===== src/design/dhlb_pkg.sv =====
// Shared types for the degree histogram block: payload structs, controller
// states, and the command/status bundles between controller and datapath.
// No dependencies.
package dhlb_pkg;

    localparam int DEG_W = 10;
    localparam int VTX_W = 20;
    localparam int TOT_W = 21;

    typedef struct packed {
        logic [DEG_W-1:0] out_count;
        logic [DEG_W-1:0] in_count;
        logic             final_vertex;
    } t_dh_in;

    typedef struct packed {
        logic [DEG_W-1:0] peak_degree;
        logic [VTX_W-1:0] peak_vertex;
        logic [DEG_W-1:0] bin_start;
        logic [TOT_W-1:0] bin_total;
        logic             clipped;
        logic             final_bin;
    } t_dh_out;

    typedef enum logic [2:0] {
        ST_CLEAR,
        ST_LOAD,
        ST_DRAIN,
        ST_SWEEP,
        ST_FETCH,
        ST_EMIT
    } t_dh_state;

    typedef struct packed {
        logic take_in;
        logic wipe;
        logic start_sweep;
        logic sweep_rd;
        logic emit;
        logic run_clear;
    } t_dh_cmd;

    typedef struct packed {
        logic wipe_last;
        logic in_final;
        logic bin_end;
        logic sweep_done;
        logic out_free;
    } t_dh_sts;

endpackage


===== src/design/dhlb_ctrl.sv =====
// Controller for the degree histogram: sequences the post-reset wipe, the
// load phase, and the per-bin readout sweep. Depends on dhlb_pkg.
module dhlb_ctrl
    import dhlb_pkg::*;
(
    input  logic    i_clk,
    input  logic    i_rst_n,
    input  t_dh_sts i_sts,
    output t_dh_cmd o_cmd
);

    t_dh_state r_state;
    t_dh_state n_state;

    always_ff @(posedge i_clk) begin
        if (!i_rst_n) begin
            r_state <= ST_CLEAR;
        end else begin
            r_state <= n_state;
        end
    end

    always_comb begin
        n_state = r_state;
        unique case (r_state)
            ST_CLEAR: begin
                if (i_sts.wipe_last) n_state = ST_LOAD;
            end
            ST_LOAD: begin
                if (i_sts.in_final) n_state = ST_DRAIN;
            end
            ST_DRAIN: begin
                n_state = ST_SWEEP;
            end
            ST_SWEEP: begin
                if (i_sts.bin_end) n_state = ST_FETCH;
            end
            ST_FETCH: begin
                n_state = ST_EMIT;
            end
            ST_EMIT: begin
                if (i_sts.out_free) begin
                    n_state = i_sts.sweep_done ? ST_LOAD : ST_SWEEP;
                end
            end
            default: begin
                n_state = ST_CLEAR;
            end
        endcase
    end

    always_comb begin
        o_cmd = '0;
        unique case (r_state)
            ST_CLEAR: o_cmd.wipe        = 1'b1;
            ST_LOAD:  o_cmd.take_in     = 1'b1;
            ST_DRAIN: o_cmd.start_sweep = 1'b1;
            ST_SWEEP: o_cmd.sweep_rd    = 1'b1;
            ST_FETCH: o_cmd             = '0;
            ST_EMIT: begin
                o_cmd.emit      = i_sts.out_free;
                o_cmd.run_clear = i_sts.out_free && i_sts.sweep_done;
            end
            default:  o_cmd             = '0;
        endcase
    end

    a_cmd_onehot: assert property (@(posedge i_clk) disable iff (!i_rst_n)
        $onehot0({o_cmd.take_in, o_cmd.wipe, o_cmd.start_sweep, o_cmd.sweep_rd, o_cmd.emit}))
        else $error("controller issued overlapping commands");

    a_drain_after_final: assert property (@(posedge i_clk) disable iff (!i_rst_n)
        (o_cmd.take_in && i_sts.in_final) |=> o_cmd.start_sweep)
        else $error("final vertex not followed by drain");

    a_fetch_then_emit: assert property (@(posedge i_clk) disable iff (!i_rst_n)
        (o_cmd.sweep_rd && i_sts.bin_end) |=> ##1 (r_state == ST_EMIT))
        else $error("bin end did not lead to emit");

endmodule


===== config.mk =====
export PLATFORM = sky130hd
export DESIGN_NAME = dhlb_ctrl
export DESIGN_NICKNAME = d
export VERILOG_FILES = /design/src/design/dhlb_pkg.sv /design/src/design/dhlb_ctrl.sv
export SDC_FILE = /design/constraint.sdc
export NUM_CORES = 1
export LEC_CHECK = 0
export BUFFER_PORTS_ARGS = -buffer_cell sky130_fd_sc_hd__buf_2
export CORE_AREA = 2 2 39 41
export CTS_CLUSTER_SIZE = 16
export DETAILED_ROUTE_END_ITERATION = 16
export DIE_AREA = 0 0 41 43
export PLACE_DENSITY = 0.39
export SLEW_MARGIN = 0
export SYNTH_ARGS = -nofsm -noshare
export SYNTH_HDL_FRONTEND = slang
export SYNTH_SLANG_ARGS = --single-unit

===== constraint.sdc =====
create_clock -name i_clk -period 2.15 [get_ports i_clk]
set_input_delay 0.1075 -clock i_clk [delete_from_list [all_inputs] [get_ports i_clk]]
set_output_delay 0.1075 -clock i_clk [all_outputs]
set_load 0.05 [all_outputs]

==> flow_summary_export.csv <==
group,metric,value,unit
status,outcome,"finished clean",
die,die_h,43,um
timing,worst_pin_slew,436,ps
clocking,clockBufferDepth,2,
clocking,cts_tree,"built",
power,total_power,236,uW
yosys,syn_area,249,um2
cells_and_area,fill_cells,171,
yosys,synth-edff-count,0,
grt,grt_util_met2,9.38,%
cells_and_area,final_cell_area,319,um2
yosys,synth.distinct_cells,20,
timing,fin_crit_sh,71.9,%
cells_and_area,area_delta_synth_final,28.1,%
yosys,synth_ff_type,"dfxtp_1",
yosys,yosysSeqAreaShare,24.1,%
grt,antenna_found_initial,0,
grt,grt_pass1_vias,215,
clocking,cts_made_buffers,3,
clocking,clk-insertion-delay-late,240,ps
flow_run,maxCapViolCount,0,
clocking,post_cts_buffers,0,
placed_design,port_buffers,12,
die,die_area,0.00176,mm2
grt,grt_busiest_layer,"met1",
grt,grt_util_all_layers,8.33,%
detailed_routing,first_pass_iters,4,
detailed_routing,finalWirelength,545,um
cells_and_area,drive_above_1_share,51.2,%
yosys,synth_area_leaders,"dfxtp_1, buf_6, nor3_1",
timing,fin_crit,1550,ps
die,core_region_area,0.00138,mm2
detailed_routing,remaining_drc_errors,0,
placed_design,dpl_cell_area,293,um2
cells_and_area,reg_top3,"r_state: 3 flops",
placed_design,hpwl,412,um
timing,slew_headroom,70.9,%
clocking,htreeDepth,1,
critical_path,endpoint_kind,"output port",
timing,drv_slew,0,
placed_design,gp_congestion,0.677,
yosys,syn_nets,35,
yosys,synthArstFlopShare,0,%
critical_path,cp.arrival,1440,ps
clocking,clock-root-buffer,"clkbuf_4",
clocking,clkSlewWorstSetupHoldPaths,40,ps
yosys,syn_avg_cell_area,8.89,um2
critical_path,worstSetupPathType,"reg2out",
power,p_leak,0.000142,uW
critical_path,critPathLaunchType,"flip-flop",
timing,max_freq,647,MHz
cells_and_area,largest_reg_flops,3,
grt,grt_pass1_wl,897,um
cells_and_area,antenna_cells,0,
yosys,yosysTopAreaCellShare,24.1,%
critical_path,cp.required,2040,ps
grt,grt_start_max_net_pins,11,
critical_path,worst-path-max-fanout,9,
detailed_routing,vias,232,
detailed_routing,wire_per_inst,9.56,um
die,placementRows,14,
grt,use_met1,11.3,%
yosys,ys_ff_latch,3,
timing,hold_viol_final,0,
yosys,syn_inst,28,
timing,rsz0062_at_grt,"false",
timing,setup_violations,0,
clocking,cts.sinks,3,
detailed_routing,drtAntennaViolNets,0,
cells_and_area,nets,49,
power,ir_drop,0.000139,V
detailed_routing,via_per_inst,4.07,
detailed_routing,drt_iter0_markers,3,
min_path,min_path_type,"in2reg",
die,pin_count,13,
cells_and_area,multiInputGateArea,145,um2
grt,grt_use_met3,1.57,%
timing,clock_skew,1.44,ps
die,fp.dieW,41,um
grt,overflow,0,
yosys,yosys_warnings,0,
timing,tns,0,ps
yosys,yosys-top-cells-count,"dfxtp_1, nor2_1, nor3_1, buf_6, inv_1",
die,initial_utilization,18.0,%
clocking,cts_resized,0,
yosys,synth_top_area_cell,"dfxtp_1",
cells_and_area,seq_area,60.1,um2
power,p_per_area,739,mW/mm2
clocking,holdBufCountCts,0,
cells_and_area,top_register,"r_state",
-- where the power goes --
group          total [uW]  leakage, uW  internal [uW]  switching, uW
registers            71.9    0.0000246           60.1           11.8
logic                62.0     0.000103           20.1           41.9
clock network         102    0.0000150           69.7           32.1
-- worst max-delay path, cell delays in order, from the launching register on --
cell and delay, ps:
dfxtp_1 500, nand2_2 130, nor3b_2 190, and2_1 130
buf_2 250
-- kinds of logic (layout without fill, tap and decap cells) --
group                  after synthesis  after routing  share of synthesized area (%)
AO/OA/AOI/OAI                        6              6                           18.1
buffers and inverters                5             18                           17.6
flip-flops                           3              3                           24.1
AND/OR/NAND/NOR                     14             14                           40.2
-- cell usage in the layout, fill, tap and decap left out --
cell type / count
nand2_1: 1
nand2b_4: 1
o31a_1: 1
and2_1: 1
nand2_2: 1
a21oi_1: 1
nand3b_1: 1
nor4b_2: 1
nand4b_1: 1
a21o_2: 1
inv_1: 2
o21ai_1: 1
a221oi_1: 1
dfxtp_1: 3
clkbuf_1: 1
buf_2: 12
a21oi_2: 1
nor3_1: 3
clkbuf_4: 3
nor3b_2: 1
nor2_1: 3
-- layout make-up --
type | instances | share of cell area, %
repair buffers | 12 | 18.8
multi-input cells | 20 | 45.5
well taps | 16 | 6.27
clock buffers | 4 | 8.24
inverters | 2 | 2.35
flip-flops and latches | 3 | 18.8
-- final timing paths --
kind / cells past startpoint / from / slack, ps / end
max: 4 / r_state[0]$_SDFFE_PN0P_ / 600 / o_cmd[0]
min: 2 / i_rst_n / 110 / r_state[1]$_SDFFE_PN0P_
max reg2reg: 3 / r_state[2]$_SDFFE_PN0P_ / 1010 / r_state[1]$_SDFFE_PN0P_
min reg2reg: 2 / r_state[2]$_SDFFE_PN0P_ / 610 / r_state[2]$_SDFFE_PN0P_
-- layer usage --
layer  part of all wire [%]  up-vias
li1                       -      122
met1                     45       95
met2                     43       13
met3                    8.1        2
met4                    3.5        0
met5                      0        -
-- stage by stage --
stage | util, % | instances | setup WS [ps] | hold slack, ps
detailed placement | 21.2 | 53 | 831 | 363
global route | 23.1 | 57 | 498 | 118
floorplan | - | 28 | 334 | 235
global placement | 21.2 | 53 | 847 | 364
finish | 23.1 | 57 | 605 | 112
CTS | 23.1 | 57 | 573 | 109
Power figures use the tool's default switching activity.
